==> src/rtl/mla_pkg.sv <==
// Shared constants, types and helpers for the mean luma accumulator.
package mla_pkg;

   localparam int unsigned MAX_SIDE   = 4096;
   localparam int unsigned REG_W      = 13;
   localparam int unsigned COMP_W     = 8;
   localparam int unsigned WEIGHT_W   = 16;
   localparam int unsigned PROD_W     = WEIGHT_W + REG_W;
   localparam int unsigned LUMA_W     = 24;
   localparam int unsigned SUM_W      = 48;
   localparam int unsigned COUNT_W    = 24;
   localparam int unsigned TOTAL_W    = COUNT_W + 1;
   localparam int unsigned MEAN_W     = 24;
   localparam int unsigned CSR_IDX_W  = 1;
   localparam int unsigned DIV_CNT_W  = $clog2(SUM_W);

   localparam logic [WEIGHT_W-1:0] W_RED   = WEIGHT_W'(19595);
   localparam logic [WEIGHT_W-1:0] W_GREEN = WEIGHT_W'(38470);
   localparam logic [WEIGHT_W-1:0] W_BLUE  = WEIGHT_W'(7471);
   localparam logic [MEAN_W-1:0]   LUMA_MAX = MEAN_W'(16711680);

   // register indexes
   localparam logic [CSR_IDX_W-1:0] CSR_IMAGE_WIDTH  = CSR_IDX_W'(0);
   localparam logic [CSR_IDX_W-1:0] CSR_IMAGE_HEIGHT = CSR_IDX_W'(1);

   typedef logic [REG_W-1:0] side_type;

   // zero reads as one, oversize clamps to MAX_SIDE
   function automatic side_type side_of(input side_type reg_value);
      side_type v;
      v = reg_value;
      if (v == '0) begin
         v = REG_W'(1);
      end else if (v > REG_W'(MAX_SIDE)) begin
         v = REG_W'(MAX_SIDE);
      end
      return v;
   endfunction

endpackage

==> src/rtl/mla_if.sv <==
// Handshake channel interfaces: pixel input, mean result, register writes.
interface mla_req_if;
   logic                           valid;
   logic                           ready;
   logic [mla_pkg::COMP_W-1:0]     blue;
   logic [mla_pkg::COMP_W-1:0]     green;
   logic [mla_pkg::COMP_W-1:0]     red;
   modport source (output valid, blue, green, red, input ready);
   modport sink   (input valid, blue, green, red, output ready);
endinterface

interface mla_rsp_if;
   logic                           valid;
   logic                           ready;
   logic [mla_pkg::MEAN_W-1:0]     mean_luma;
   modport source (output valid, mean_luma, input ready);
   modport sink   (input valid, mean_luma, output ready);
endinterface

interface mla_csr_if;
   logic                           valid;
   logic                           ready;
   logic [mla_pkg::CSR_IDX_W-1:0]  index;
   logic [mla_pkg::REG_W-1:0]      data;
   modport source (output valid, index, data, input ready);
   modport sink   (input valid, index, data, output ready);
endinterface

==> src/rtl/mla_divider.sv <==
// Restoring divider: one quotient bit per cycle, sum over pixel total.
module mla_divider (
   input  logic                           clock,
   input  logic                           reset,
   input  logic                           start,
   input  logic [mla_pkg::SUM_W-1:0]      dividend,
   input  logic [mla_pkg::TOTAL_W-1:0]    divisor,
   output logic                           done,
   output logic [mla_pkg::SUM_W-1:0]      quotient
);

   logic                              busy_ff, busy_in;
   logic                              done_ff, done_in;
   logic [mla_pkg::DIV_CNT_W-1:0]     cnt_ff, cnt_in;
   logic [mla_pkg::TOTAL_W-1:0]       rem_ff, rem_in;
   logic [mla_pkg::SUM_W-1:0]         quo_ff, quo_in;
   logic [mla_pkg::TOTAL_W-1:0]       divisor_ff, divisor_in;
   logic [mla_pkg::TOTAL_W:0]         shifted;
   logic [mla_pkg::TOTAL_W:0]         diff;
   logic                              fits;

   assign shifted = {rem_ff, quo_ff[mla_pkg::SUM_W-1]};
   assign diff    = shifted - {1'b0, divisor_ff};
   assign fits    = shifted >= {1'b0, divisor_ff};

   always_comb begin
      busy_in    = busy_ff;
      done_in    = 1'b0;
      cnt_in     = cnt_ff;
      rem_in     = rem_ff;
      quo_in     = quo_ff;
      divisor_in = divisor_ff;
      if (start) begin
         busy_in    = 1'b1;
         cnt_in     = '0;
         rem_in     = '0;
         quo_in     = dividend;
         divisor_in = divisor;
      end else if (busy_ff) begin
         rem_in = fits ? diff[mla_pkg::TOTAL_W-1:0] : shifted[mla_pkg::TOTAL_W-1:0];
         quo_in = {quo_ff[mla_pkg::SUM_W-2:0], fits};
         cnt_in = cnt_ff + 1'b1;
         if (cnt_ff == mla_pkg::DIV_CNT_W'(mla_pkg::SUM_W - 1)) begin
            busy_in = 1'b0;
            done_in = 1'b1;
         end
      end
   end

   always_ff @(posedge clock) begin
      if (reset) begin
         busy_ff <= 1'b0;
         done_ff <= 1'b0;
         cnt_ff  <= '0;
      end else begin
         busy_ff <= busy_in;
         done_ff <= done_in;
         cnt_ff  <= cnt_in;
      end
      rem_ff     <= rem_in;
      quo_ff     <= quo_in;
      divisor_ff <= divisor_in;
   end

   assign done     = done_ff;
   assign quotient = quo_ff;

endmodule

==> src/rtl/mean_luma_accumulator.sv <==
// Top level: frame mean of BT.601 luma over a shared multiplier and divider.
//
//  channel  | dir | payload                     | transfer when
//  req_ch   | in  | blue, green, red (8b each)  | valid && ready
//  rsp_ch   | out | mean_luma (24b, 8.16)       | valid && ready
//  csr_ch   | in  | index (1b), data (13b)      | valid && ready (ready tied high)
//
// A pixel is accepted in S_IDLE, then makes 4 passes through the 16x13 multiplier
// (red, green, blue weights, then width*height) and one accumulate/compare.
// The last pixel of a frame also waits for the previous mean to leave the
// output register, then launches the divider and takes its quotient when
// the divider is done.
// Synchronous reset clears the sum and count and sets both sizes to 1.
// A stalled rsp_ch holds only the result; pixels keep flowing until the
// next frame's division would need the output register.
module mean_luma_accumulator (
   input  logic           clock,
   input  logic           reset,
   mla_req_if.sink        req_ch,
   mla_rsp_if.source      rsp_ch,
   mla_csr_if.sink        csr_ch
);

   localparam logic [2:0] S_IDLE = 3'd0;
   localparam logic [2:0] S_MUL  = 3'd1;
   localparam logic [2:0] S_SUM  = 3'd2;
   localparam logic [2:0] S_WAIT = 3'd3;
   localparam logic [2:0] S_DIV  = 3'd4;

   logic [2:0]                         state_ff, state_in;
   logic [1:0]                         step_ff, step_in;
   logic [mla_pkg::REG_W-1:0]          width_ff, width_in;
   logic [mla_pkg::REG_W-1:0]          height_ff, height_in;
   logic [mla_pkg::COMP_W-1:0]         blue_ff, blue_in;
   logic [mla_pkg::COMP_W-1:0]         green_ff, green_in;
   logic [mla_pkg::COMP_W-1:0]         red_ff, red_in;
   logic [mla_pkg::LUMA_W-1:0]         luma_ff, luma_in;
   logic [mla_pkg::TOTAL_W-1:0]        total_ff, total_in;
   logic [mla_pkg::SUM_W-1:0]          sum_ff, sum_in;
   logic [mla_pkg::COUNT_W-1:0]        count_ff, count_in;
   logic [mla_pkg::SUM_W-1:0]          dividend_ff, dividend_in;
   logic                               rsp_valid_ff, rsp_valid_in;
   logic [mla_pkg::MEAN_W-1:0]         mean_ff, mean_in;

   logic [mla_pkg::WEIGHT_W-1:0]       mul_a;
   logic [mla_pkg::REG_W-1:0]          mul_b;
   logic [mla_pkg::PROD_W-1:0]         product;
   logic [mla_pkg::TOTAL_W-1:0]        taken;
   logic                               div_start;
   logic                               div_done;
   logic [mla_pkg::SUM_W-1:0]          quotient;
   logic                               req_xfer;
   logic                               rsp_xfer;

   assign req_xfer = req_ch.valid && req_ch.ready;
   assign rsp_xfer = rsp_valid_ff && rsp_ch.ready;

   // shared multiplier operand select
   always_comb begin
      case (step_ff)
         2'd0: begin
            mul_a = mla_pkg::W_RED;
            mul_b = mla_pkg::REG_W'(red_ff);
         end
         2'd1: begin
            mul_a = mla_pkg::W_GREEN;
            mul_b = mla_pkg::REG_W'(green_ff);
         end
         2'd2: begin
            mul_a = mla_pkg::W_BLUE;
            mul_b = mla_pkg::REG_W'(blue_ff);
         end
         default: begin
            mul_a = mla_pkg::WEIGHT_W'(mla_pkg::side_of(width_ff));
            mul_b = mla_pkg::side_of(height_ff);
         end
      endcase
   end

   assign product = mla_pkg::PROD_W'(mul_a) * mla_pkg::PROD_W'(mul_b);
   assign taken   = mla_pkg::TOTAL_W'(count_ff) + 1'b1;

   always_comb begin
      state_in     = state_ff;
      step_in      = step_ff;
      width_in     = width_ff;
      height_in    = height_ff;
      blue_in      = blue_ff;
      green_in     = green_ff;
      red_in       = red_ff;
      luma_in      = luma_ff;
      total_in     = total_ff;
      sum_in       = sum_ff;
      count_in     = count_ff;
      dividend_in  = dividend_ff;
      rsp_valid_in = rsp_valid_ff;
      mean_in      = mean_ff;
      div_start    = 1'b0;

      if (csr_ch.valid) begin
         if (csr_ch.index == mla_pkg::CSR_IMAGE_WIDTH) begin
            width_in = csr_ch.data;
         end else if (csr_ch.index == mla_pkg::CSR_IMAGE_HEIGHT) begin
            height_in = csr_ch.data;
         end
      end

      if (rsp_xfer) begin
         rsp_valid_in = 1'b0;
      end

      case (state_ff)
         S_IDLE: begin
            if (req_xfer) begin
               blue_in  = req_ch.blue;
               green_in = req_ch.green;
               red_in   = req_ch.red;
               luma_in  = '0;
               step_in  = '0;
               state_in = S_MUL;
            end
         end
         S_MUL: begin
            if (step_ff == 2'd3) begin
               total_in = product[mla_pkg::TOTAL_W-1:0];
               state_in = S_SUM;
            end else begin
               luma_in = luma_ff + product[mla_pkg::LUMA_W-1:0];
            end
            step_in = step_ff + 1'b1;
         end
         S_SUM: begin
            if (taken >= total_ff) begin
               dividend_in = sum_ff + mla_pkg::SUM_W'(luma_ff);
               sum_in      = '0;
               count_in    = '0;
               state_in    = S_WAIT;
            end else begin
               sum_in   = sum_ff + mla_pkg::SUM_W'(luma_ff);
               count_in = taken[mla_pkg::COUNT_W-1:0];
               state_in = S_IDLE;
            end
         end
         S_WAIT: begin
            if (!rsp_valid_ff) begin
               div_start = 1'b1;
               state_in  = S_DIV;
            end
         end
         S_DIV: begin
            if (div_done) begin
               rsp_valid_in = 1'b1;
               mean_in = (quotient > mla_pkg::SUM_W'(mla_pkg::LUMA_MAX)) ?
                         mla_pkg::LUMA_MAX : quotient[mla_pkg::MEAN_W-1:0];
               state_in = S_IDLE;
            end
         end
         default: begin
            state_in = S_IDLE;
         end
      endcase
   end

   always_ff @(posedge clock) begin
      if (reset) begin
         state_ff     <= S_IDLE;
         step_ff      <= '0;
         width_ff     <= mla_pkg::REG_W'(1);
         height_ff    <= mla_pkg::REG_W'(1);
         sum_ff       <= '0;
         count_ff     <= '0;
         rsp_valid_ff <= 1'b0;
      end else begin
         state_ff     <= state_in;
         step_ff      <= step_in;
         width_ff     <= width_in;
         height_ff    <= height_in;
         sum_ff       <= sum_in;
         count_ff     <= count_in;
         rsp_valid_ff <= rsp_valid_in;
      end
      blue_ff     <= blue_in;
      green_ff    <= green_in;
      red_ff      <= red_in;
      luma_ff     <= luma_in;
      total_ff    <= total_in;
      dividend_ff <= dividend_in;
      mean_ff     <= mean_in;
   end

   mla_divider u_divider (
      .clock    (clock),
      .reset    (reset),
      .start    (div_start),
      .dividend (dividend_ff),
      .divisor  (total_ff),
      .done     (div_done),
      .quotient (quotient)
   );

   assign req_ch.ready     = (state_ff == S_IDLE);
   assign rsp_ch.valid     = rsp_valid_ff;
   assign rsp_ch.mean_luma = mean_ff;
   assign csr_ch.ready     = 1'b1;

endmodule

==> src/flat_wrapper.sv <==
// flat-port wrapper written by rule: the top's interface ports become plain ports
module mean_luma_accumulator_flat 
  (clock, reset, req_ch_valid, req_ch_blue, req_ch_green, req_ch_red, req_ch_ready, rsp_ch_valid, rsp_ch_mean_luma, rsp_ch_ready, csr_ch_valid, csr_ch_index, csr_ch_data, csr_ch_ready);
  mla_req_if req_ch_i ();
  mla_rsp_if rsp_ch_i ();
  mla_csr_if csr_ch_i ();
  input  logic clock;
  input  logic reset;
  input wire logic [$bits(req_ch_i.valid)-1:0] req_ch_valid;
  input wire logic [$bits(req_ch_i.blue)-1:0] req_ch_blue;
  input wire logic [$bits(req_ch_i.green)-1:0] req_ch_green;
  input wire logic [$bits(req_ch_i.red)-1:0] req_ch_red;
  output wire logic [$bits(req_ch_i.ready)-1:0] req_ch_ready;
  output wire logic [$bits(rsp_ch_i.valid)-1:0] rsp_ch_valid;
  output wire logic [$bits(rsp_ch_i.mean_luma)-1:0] rsp_ch_mean_luma;
  input wire logic [$bits(rsp_ch_i.ready)-1:0] rsp_ch_ready;
  input wire logic [$bits(csr_ch_i.valid)-1:0] csr_ch_valid;
  input wire logic [$bits(csr_ch_i.index)-1:0] csr_ch_index;
  input wire logic [$bits(csr_ch_i.data)-1:0] csr_ch_data;
  output wire logic [$bits(csr_ch_i.ready)-1:0] csr_ch_ready;
  assign req_ch_i.valid = req_ch_valid;
  assign req_ch_i.blue = req_ch_blue;
  assign req_ch_i.green = req_ch_green;
  assign req_ch_i.red = req_ch_red;
  assign req_ch_ready = req_ch_i.ready;
  assign rsp_ch_valid = rsp_ch_i.valid;
  assign rsp_ch_mean_luma = rsp_ch_i.mean_luma;
  assign rsp_ch_i.ready = rsp_ch_ready;
  assign csr_ch_i.valid = csr_ch_valid;
  assign csr_ch_i.index = csr_ch_index;
  assign csr_ch_i.data = csr_ch_data;
  assign csr_ch_ready = csr_ch_i.ready;
  mean_luma_accumulator u_core (.clock(clock), .reset(reset), .req_ch(req_ch_i), .rsp_ch(rsp_ch_i), .csr_ch(csr_ch_i));
endmodule
==> config.mk <==
export PLATFORM = sky130hd
export DESIGN_NAME = mean_luma_accumulator_flat
export DESIGN_NICKNAME = d
export VERILOG_FILES = /design/src/rtl/mla_pkg.sv /design/src/rtl/mla_if.sv /design/src/rtl/mla_divider.sv /design/src/rtl/mean_luma_accumulator.sv /design/src/flat_wrapper.sv
export SDC_FILE = /design/constraint.sdc
export NUM_CORES = 1
export LEC_CHECK = 0
export BUFFER_PORTS_ARGS = -buffer_cell sky130_fd_sc_hd__buf_4
export CAP_MARGIN = 20
export CORE_MARGIN = 4
export CORE_UTILIZATION = 40
export DETAILED_ROUTE_END_ITERATION = 8
export PLACE_DENSITY = 0.65
export SLEW_MARGIN = 20
export SYNTH_ARGS = -nofsm -noshare
export SYNTH_HDL_FRONTEND = slang
export SYNTH_SLANG_ARGS = --single-unit
==> constraint.sdc <==
create_clock -name clock -period 19.8 [get_ports clock]
set_input_delay 2.97 -clock clock [delete_from_list [all_inputs] [get_ports clock]]
set_output_delay 2.97 -clock clock [all_outputs]
set_load 0.02 [all_outputs]
# Yosys cells after proc, flatten, opt, wreduce, memory -nomap -nowiden
# Cells that the tools add are included.
dict set report totals {
  register_bits 355
  inputBits 43
  output_inout_bits 27
  elab_cells 97
}
dict set report classes {
  addsub 6
  multipliers 1
  magnitude_cmp 5
  n_eq_ne 13
  n_mux 31
  bitwise_logic 2
  reduce_logical 19
}
# op count
set op_table {}
lappend op_table {{$mux W48} 3}
lappend op_table {{$mux W24} 3}
lappend op_table {{$mux W13} 4}
lappend op_table {{$add A48 B24 Y48} 1}
lappend op_table {{$gt A48 B24 Y1 const B} 1}
lappend op_table {{$pmux W16 S3} 1}
lappend op_table {{$pmux W24 S2} 1}
lappend op_table {{$pmux W13 S3} 1}
lappend op_table {{$ge A26 B25 Y1} 1}
lappend op_table {{$gt A13 B13 Y1 const B} 2}
lappend op_table {{$logic_not A13 Y1} 2}
lappend op_table {{$add A24 B1 Y25 const B} 1}
lappend op_table {{$ge A25 B25 Y1} 1}
lappend op_table {{$mul A16 B13 Y25} 1}
lappend op_table {{$mux W25} 1}
lappend op_table {{$sub A25 B25 Y25} 1}
lappend op_table {{$add A24 B24 Y24} 1}
lappend op_table {{$pmux W3 S5} 1}
lappend op_table {{$reduce_and A2 Y1} 7}
lappend op_table {{$mux W3} 4}
lappend op_table {{$mux W1} 9}
lappend op_table {{$ne A2 B2 Y1 const B} 4}
lappend op_table {{$add A6 B1 Y6 const B} 1}
lappend op_table {{$eq A3 B2 Y1 const B} 2}
lappend op_table {{18 further kinds} 23}

# Logic depth before layout (Yosys ltp)
# Gate-level depths: netlist of the first run.
dict set report depth {
  word_depth 8
  depth_mapped 35
  mapped_depth_nobuf 34
}

# Hierarchy
# From an unflattened synthesis of the first run, not the netlist that was laid out.
dict set report unflattened {
  cells_unflattened 2547
  hier_area_um2 24795.0
}
# mod instances cells_each area_per_inst_um2 seq_area_each_um2
set by_module_without_submodules {}
lappend by_module_without_submodules {mean_luma_accumulator 1 2037 19068.3 6436.2}
lappend by_module_without_submodules {mla_divider 1 510 5726.7 2852.7}

# Worst setup path after synthesis of the first run
# Ideal clock, no wire load.
dict set report synth_path {
  kind {register -> register}
  start {register u_core.step_ff[0]}
  end {register u_core.luma_ff[23] (netlist bit) (data pin)}
  setup_time_ps 266
  t_arrival_ps 7758
  required_time_ps 19534
  slack_ps 11776
  path_stages_with_launch 36
  path_buffers 2
  synth_period_minus_slack_ps 8024
  cell_sequence {dfxtp_1 -> inv_1 -> ha_1 -> clkbuf_1 -> a222oi_1 -> nor2_1 -> a31oi_1 -> clkbuf_1 -> nor2_1 -> fa_1 -> inv_1 -> fa_1 -> inv_1 -> fa_1 -> inv_1 -> fa_1 -> fa_1 -> inv_1 -> ha_1 -> a21oi_1 -> o21ai_0 -> a21o_1 -> a21oi_1 -> o21bai_1 -> a21oi_1 -> xnor2_1 -> ha_1 -> and4_1 -> and3_1 -> a22oi_1 -> nand4_1 -> a31o_2 -> a21oi_1 -> o211ai_1 -> xnor2_1 -> nor2_1}
}
dict set report synth_via {
  elab_chain_len 6
  elab_cells_between_ends 9
  classes_between {add/sub: 1; mul: 1; eq/ne: 2; mux: 4; reduce/logical: 1}
}
# item line_no
set synth_rtl {}
lappend synth_rtl {{start, declared} mean_luma_accumulator.sv:31} ;# logic [1:0] step_ff, step_in;
lappend synth_rtl {{start signal, assigned} mean_luma_accumulator.sv:175} ;# step_ff <= step_in;
lappend synth_rtl {{$eq A2 B2 Y1, or another cell as far along} mean_luma_accumulator.sv:60} ;# case (step_ff)
lappend synth_rtl {{$pmux W16 S3 or $pmux W13 S3 (tied branches)} mean_luma_accumulator.sv:60}
lappend synth_rtl {{$mul A16 B13 Y25 *} mean_luma_accumulator.sv:80} ;# assign product = mla_pkg::PROD_W'(mul_a) * mla_pkg::PROD_W'(mul_b);
lappend synth_rtl {{net u_core.product, one bit} mean_luma_accumulator.sv:47} ;# logic [mla_pkg::PROD_W-1:0] product;
lappend synth_rtl {{$add A24 B24 Y24 *} mean_luma_accumulator.sv:128} ;# luma_in = luma_ff + product[mla_pkg::LUMA_W-1:0];
lappend synth_rtl {{$mux W24 *} mean_luma_accumulator.sv:124} ;# if (step_ff == 2'd3) begin
lappend synth_rtl {{$pmux W24 S2 *} mean_luma_accumulator.sv:112} ;# case (state_ff)
lappend synth_rtl {{end signal, assigned} mean_luma_accumulator.sv:185} ;# luma_ff <= luma_in;
lappend synth_rtl {{end, declared} mean_luma_accumulator.sv:37} ;# logic [mla_pkg::LUMA_W-1:0] luma_ff, luma_in;
# The timed path passes the listed nets; every way through them passes the cells marked *. The select of a mux whose other input is x is not followed.
# A chain may end at the register's enable or synchronous reset.

# Worst setup path in the final report of the first run
dict set report layout_path {
  start {register u_core.height_ff[12] (netlist bit)}
  end {register u_core.luma_ff[23] (netlist bit) (data pin)}
}
dict set report layout_via {
  elab_chain_len 8
  elab_cells_between_ends 9
  classes_between {add/sub: 1; mul: 1; order compare: 1; mux: 5; reduce/logical: 1}
}
# item line_no
set layout_rtl {}
lappend layout_rtl {{start, declared} mean_luma_accumulator.sv:33} ;# logic [mla_pkg::REG_W-1:0] height_ff, height_in;
lappend layout_rtl {{start signal, assigned} mean_luma_accumulator.sv:169} ;# height_ff <= mla_pkg::REG_W'(1);
lappend layout_rtl {{start signal, assigned} mean_luma_accumulator.sv:177} ;# height_ff <= height_in;
lappend layout_rtl {{$gt A13 B13 Y1} mla_pkg.sv:34} ;# end else if (v > REG_W'(MAX_SIDE)) begin
lappend layout_rtl {{$mux W13} mla_pkg.sv:34}
lappend layout_rtl {{$mux W13 *} mla_pkg.sv:32} ;# if (v == '0) begin
lappend layout_rtl {{$pmux W13 S3 *} mean_luma_accumulator.sv:60}
lappend layout_rtl {{$mul A16 B13 Y25 *} mean_luma_accumulator.sv:80}
lappend layout_rtl {{net u_core.product, one bit} mean_luma_accumulator.sv:47}
lappend layout_rtl {{$add A24 B24 Y24 *} mean_luma_accumulator.sv:128}
lappend layout_rtl {{$mux W24 *} mean_luma_accumulator.sv:124}
lappend layout_rtl {{$pmux W24 S2 *} mean_luma_accumulator.sv:112}
# Marks and branches as above.

==> results of run 1 <==
[cell usage after synthesis, types with 20 or more instances]
library cell,n
fa_1,141
or3_1,20
nand3_1,56
and3_1,32
nor3_1,22
nand2_1,369
and2_1,47
a21o_1,52
nand2b_1,28
xnor2_1,97
xor2_1,36
nor2b_1,23
clkbuf_1,83
o21ai_0,76
ha_1,175
inv_1,292
nand4_1,33
a31oi_1,24
mux2i_1,21
a22oi_1,31
edfxtp_1,218
nor4_1,22
dfxtp_1,137
a21oi_1,147
nor2_1,233
[final cells by class]
| cell class | instances | area share |
|---|---|---|
| Clock buffer | 50 | 0.0413 |
| Inverter | 293 | 0.0401 |
| Timing Repair Buffer | 96 | 0.0263 |
| Sequential cell | 355 | 0.339 |
| Clock inverter | 26 | 0.00954 |
| Multi-Input combinational cell | 1878 | 0.508 |
| Tap cell | 782 | 0.0357 |
[worst register-to-register path: cells and delay by family, from the launching register on]
family / cells / cell delay, ns
flip-flops: 1 / 0.64
buffers and inverters: 4 / 0.38
XOR/XNOR: 3 / 0.55
adder cells (fa/ha/maj): 7 / 3.27
AND/OR/NAND/NOR: 9 / 2.01
AO/OA/AOI/OAI: 7 / 1.59
[power groups by stage]
stage	combinational, mW	clock (mW)	sequential (mW)
floorplan	1.44	0	0.920
global placement	1.82	0	0.941
detailed placement	1.85	0	0.942
CTS	1.86	0.796	0.926
global route	2.09	0.825	0.930
finish	1.86	0.776	0.926
[per-stage QoR]
stage	hold WS (ns)	cell area, sq um	std cells	power [mW]	util
global route	0.500	27400	3480	3.85	0.451
CTS	0.466	27400	3480	3.58	0.451
floorplan	0.426	24700	2622	2.36	-
global placement	0.448	26000	3404	2.76	0.428
finish	0.464	27400	3480	3.56	0.451
detailed placement	0.455	26000	3404	2.79	0.428
[final timing paths]
check | slack, ns | endpoint | cells past startpoint | from
worst min register to register | 0.46 | u_core.sum_ff[10] | 2 | u_core.sum_ff[10]
worst max register to register | 11.08 | u_core.luma_ff[23] | 30 | u_core.height_ff[12]
worst max-delay path | 11.08 | u_core.luma_ff[23] | 30 | u_core.height_ff[12]
worst min-delay path | 0.46 | u_core.sum_ff[10] | 2 | u_core.sum_ff[10]
[per-layer routing]
layer  vias up  wire length [um]
met5         -                 0
met4         0              1670
met3        99              3610
met2       557             29000
met1      8895             28100
li1       9069                 -
[sequential cells by signal, indices dropped and copies added (netlist names)]
signal,count
u_core.dividend_ff,48
u_core.u_divider.rem_ff,25
u_core.rsp_ch.mean_luma,24
u_core.state_ff,3
u_core.width_ff,13
u_core.height_ff,13
u_core.red_ff,8
u_core.sum_ff,48
u_core.rsp_ch.valid,1
u_core.u_divider.divisor_ff,25
u_core.green_ff,8
u_core.u_divider.done,1
u_core.step_ff,2
u_core.u_divider.cnt_ff,6
u_core.u_divider.quotient,48
u_core.blue_ff,8
u_core.total_ff,25
u_core.u_divider.busy_ff,1
u_core.luma_ff,24
u_core.count_ff,24
[placed cells by master, fill, tap and decap left out, types with 33 or more instances in the layout]
cell type / Yosys / layout
nand2_1: 369 / 369
inv_1: 292 / 291
nor2_1: 233 / 231
edfxtp_1: 218 / 218
ha_1: 175 / 175
a21oi_1: 147 / 147
fa_1: 141 / 141
dfxtp_1: 137 / 137
xnor2_1: 97 / 97
buf_4: 5 / 96
o21ai_0: 76 / 76
nand3_1: 56 / 55
a21o_1: 52 / 52
and2_1: 47 / 47
clkbuf_16: 0 / 42
xor2_1: 36 / 36
nand4_1: 33 / 33
[cell families after synthesis]
family	Yosys count
adder cells (fa/ha/maj)	316
flip-flops	355
other	1
multiplexers	23
buffers and inverters	389
XOR/XNOR	133
AO/OA/AOI/OAI	473
AND/OR/NAND/NOR	932
==> out/metrics.csv, run 1 <==
stage,metric,value,unit
worst_setup_path,critPathLaunchType,register,
cts,ctsRootBufferMaster,clkbuf_16,
grt,antenna_found_initial,0,
cts,clock_path_buffers,3,
worst_hold_path,hold_path.class,reg2reg,
worst_setup_path,crit_top_cell,fa_1,
grt,track_usage,0.186,
cts,ctsResizeCount,0,
cts,cts_tree,built,
synth,synth-edff-count,218,
die,initial_core_util,0.407,
sta,finalSetupViolCount,0,
sta,min_period,8.72,ns
final_layout,antenna_cells,0,
sta,setup_slack,11.08,ns
sta,hold_viol,0,
final_layout,final_nets,3024,
worst_setup_path,crit_buf_inv,4,
power_and_ir_drop,powerDensity,130,nW/um^2
synth,synth_area_leaders,"edfxtp_1, fa_1, dfxtp_1, ha_1, nand2_1",
routing,wirelength,62400,um
cts,clk_latency,0.56,ns
synth,synth_top_family_by_area,adder cells,
sta,slew_viol_final,0,
grt,busiest_layer,met2,
synth,synthFlopType,edfxtp_1,
sta,worst_pin_slew,1.02,ns
synth,syn-num-nets,2981,
sta,max_freq,115,MHz
power_and_ir_drop,pwr-share-clk,0.218,
routing,wl_per_cell,17.9,um
sta,finalCritPeriodShare,0.441,
synth,synth-compound-area-share,0.128,
routing,drtIter0Drc,1408,
sta,fin_setup_tns,0,ns
routing,ant_nets,0,
synth,synth-xor-area-share,0.0472,
synth,synth_fa_ha_area_frac,0.203,
synth,synth-async-reset-ratio,0,
synth,synth-seq-area-share,0.376,
final_layout,area_growth_syn_to_layout,11.0,%
sta,rsz0062_at_grt,false,
synth,netlist-cell-type-count,89,
worst_setup_path,critPathTopFamily,adder cells,
cts,cts_setup_buffers,0,
grt,grt_pass1_vias,18700,
die,chipWidth,256,um
synth,synth_cells,2622,
grt,use_met2,0.310,
grt,grt_use_met1,0.254,
cts,cts_sinks,355,
final_layout,drive_above_1_share,0.0786,
cts,clk_pin_slew,0.06,ns
grt,grt_pass1_wl,100000,um
synth,synth_top_area_frac,0.265,
routing,vias_per_cell,5.35,
sta,fin_skew,0.0192,ns
worst_setup_path,worstPathRequired,20.10,ns
cts,holdBufCountCts,0,
final_layout,n_fill_cell,5749,
synth,yosys_warnings,0,
power_and_ir_drop,sw_frac_of_total,0.413,
worst_setup_path,slowest_stage,dfxtp_1,
routing,dr.pass1.iters,6,
cts,cts_made_buffers,41,
place,hpwl,48000,um
place,port_buffers,68,
power_and_ir_drop,switchingPower,1.47,mW
synth,syn_area,24700,sq um
synth,ys_ff_latch,355,
synth,avgSynthCellArea,9.41,sq um
place,gp_congestion,0.959,
final_layout,multi_input_area,13900,sq um
power_and_ir_drop,p_seq_frac,0.260,
job,cap_violations,0,
synth,synth_mux_area_frac,0.00943,
die,die_area,65700,sq um
power_and_ir_drop,combPwrFrac,0.522,
worst_setup_path,worstPathArrival,9.02,ns
final_layout,ff_latch_area,9290,sq um
die,fp-row-count,90,
die,core_area,60700,sq um
synth,yosys.area_share.simple,0.175,
cts,htreeDepth,2,
place,pre_cts_ws,11.09,ns
grt,grt_max_degree,78,
power_and_ir_drop,p_leak,11.6,nW
synth,yosys.area.top_type,edfxtp_1,
worst_setup_path,path_max_fanout,15,
die,die_h,256,um
die,pin_count,70,
worst_setup_path,cpPeakStageDelay,0.64,ns
sta,max_slew_margin,0.321,
grt,use_met3,0.0276,
status,outcome,"finished, final reports clean",
power_and_ir_drop,p_int,2.09,mW
routing,drc_errors,0,
worst_setup_path,critPathKind,reg2reg,
power_and_ir_drop,ir_drop,0.000146,V
grt,grt_overflow,0,
routing,num_vias,18600,
worst_setup_path,end_kind,register,
Power figures use the tool's default switching activity.
==> inputs of run 2 (changes only) <==
Clock period 19.8 ns to 8.5 ns, I/O delays scaled along.
==> run 2 against run 1 <==
Compared with the run above: clock power is 150% higher; clock skew is 0.0033 ns higher; hold slack worse by 0.0050 ns; global-route usage is 0.33 points higher; combinational power is 140% higher; critical path depth is 3 lower; non-clock buffer count is 30 higher; flip-flop and latch count stayed put; sequential power is 130% higher; highest routed layer unchanged.
==> out/metrics.csv, run 2 (synthesis results as in run 1) <==
stage,metric,value,unit,change
worst_setup_path,end_kind,register,,
cts,ctsRootBufferMaster,clkbuf_16,,
sta,min_period,8.06,ns,-0.660 ns
die,pin_count,70,,unchanged
worst_setup_path,critPathLaunchType,register,,
place,port_buffers,68,,unchanged
final_layout,antenna_cells,0,,unchanged
sta,max_slew_margin,0.353,,+0.0316
die,fp-row-count,90,,unchanged
routing,drc_errors,0,,unchanged
worst_setup_path,critPathKind,reg2reg,,
final_layout,final_cell_mix,"nand2_1, inv_1, nor2_1, edfxtp_1, ha_1",,
cts,htreeDepth,2,,unchanged
routing,wirelength,63500,um,+1.8%
sta,finalCritPeriodShare,0.949,,+0.508
routing,ant_nets,0,,unchanged
cts,clk_pin_slew,0.06,ns,about the same
place,hpwl,49100,um,+2.2%
worst_setup_path,worstPathArrival,8.37,ns,-0.65 ns
grt,grt_pass1_vias,19000,,+1.5%
final_layout,final_common_cell,nand2_1,,
sta,max_freq,124,MHz,+8.2%
worst_hold_path,hold_path.class,reg2reg,,
power_and_ir_drop,ir_drop,0.000293,V,+100%
routing,vias_per_cell,5.39,,+0.73%
worst_setup_path,path_max_fanout,10,,-5
cts,cts_tree,built,,
cts,cts_setup_buffers,0,,unchanged
routing,dr.pass1.iters,8,,+2
grt,grt_pass1_wl,102000,um,+1.8%
die,die_h,256,um,unchanged
die,core_area,60700,sq um,unchanged
cts,cts_sinks,355,,unchanged
die,chipWidth,256,um,unchanged
final_layout,fin_area,27800,sq um,+1.6%
grt,grt_max_degree,78,,unchanged
power_and_ir_drop,p_leak,11.8,nW,+1.7%
routing,drtIter0Drc,1415,,+0.50%
power_and_ir_drop,powerDensity,308,nW/um^2,+140%
routing,num_vias,18900,,+1.5%
status,outcome,"finished, final reports clean",,
final_layout,area_growth_syn_to_layout,12.8,%,
sta,worst_pin_slew,0.970,ns,-0.0475 ns
final_layout,drive_above_1_share,0.0943,,+0.0157
sta,finalSetupViolCount,0,,unchanged
cts,clk_latency,0.57,ns,about the same
sta,hold_viol,0,,unchanged
grt,grt_overflow,0,,unchanged
place,placed_cell_area,26200,sq um,+0.94%
cts,cts_made_buffers,40,,-2.4%
worst_setup_path,worstPathRequired,8.81,ns,-11.29 ns
sta,fin_skew,0.0225,ns,+0.00332 ns
routing,wl_per_cell,18.1,um,+0.96%
die,initial_core_util,0.407,,unchanged
grt,track_usage,0.190,,+0.00335
sta,setup_slack,0.437,ns,-10.64 ns
job,cap_violations,0,,unchanged
final_layout,final_nets,3053,,+0.96%
place,pre_cts_ws,0.155,ns,-10.94 ns
cts,clock_path_buffers,3,,unchanged
place,gp_congestion,0.964,,+0.54%
sta,slew_viol_final,0,,unchanged
die,die_area,65700,sq um,unchanged
grt,antenna_found_initial,0,,unchanged
-- run 2: per-layer routing --
metal	GRT usage	up-vias	part of all wire
li1	-	9116	-
met1	0.256	9148	0.44
met2	0.315	526	0.47
met3	0.0303	116	0.056
met4	0.0603	0	0.031
met5	0	-	0
-- run 2: layout make-up --
cell class / count / area, sq um
clock buffer: 51 / 1090
fill: 5651 / 32900
tap: 782 / 978
sequential: 355 / 9290
inverter: 293 / 1100
clock inverter: 23 / 373
multi-input combinational: 1878 / 14000
timing repair buffer: 126 / 958
-- run 2: critical path: stages, from the launching register on --
cell and delay (ns):
dfxtp_2 0.40, ha_1 0.37, buf_4 0.22, nor2b_1 0.32
a21o_1 0.39, buf_4 0.21, nand2_1 0.08, fa_1 0.57
inv_1 0.05, fa_1 0.48, fa_1 0.52, fa_1 0.55
inv_1 0.06, fa_1 0.53, inv_1 0.05, ha_1 0.37
a21o_1 0.20, a21oi_1 0.32, o32ai_1 0.24, o41ai_1 0.48
xnor2_1 0.33, ha_1 0.38, a21oi_1 0.17, nor2_1 0.06
nor2_1 0.11, o211ai_1 0.12, xnor2_1 0.16, nor2_1 0.06
-- run 2: final timing paths --
check	cells after the start	slack (ns)	endpoint	from
worst max-delay path	27	0.44	u_core.luma_ff[23]	u_core.step_ff[0]
worst min-delay path	2	0.46	u_core.sum_ff[10]	u_core.sum_ff[10]
worst max register to register	27	0.44	u_core.luma_ff[23]	u_core.step_ff[0]
worst min register to register	2	0.46	u_core.sum_ff[10]	u_core.sum_ff[10]
-- run 2: what timing repair did --
action                                  in CTS  in global routing
gates resized for setup                      0                 23
hold buffers                                 0                  0
endpoints found under the setup margin       0                  4
-- run 2: report_power, final --
group          internal, mW  switching (mW)
sequential             2.06          0.0940
combinational          1.83            2.65
clock                  1.17           0.746
total                  5.07            3.49
-- run 2: per-stage QoR --
step | TNS (ns) | utilization | power (mW) | hold WS, ns | std cells
after floorplan | 0 | - | 5.50 | 0.426 | 2622
after global placement | 0 | 0.432 | 6.45 | 0.446 | 3434
after detailed placement | 0 | 0.432 | 6.56 | 0.448 | 3434
after CTS | 0 | 0.457 | 8.51 | 0.458 | 3508
after global routing | -0.0205 | 0.459 | 9.22 | 0.498 | 3508
final | 0 | 0.459 | 8.56 | 0.459 | 3508
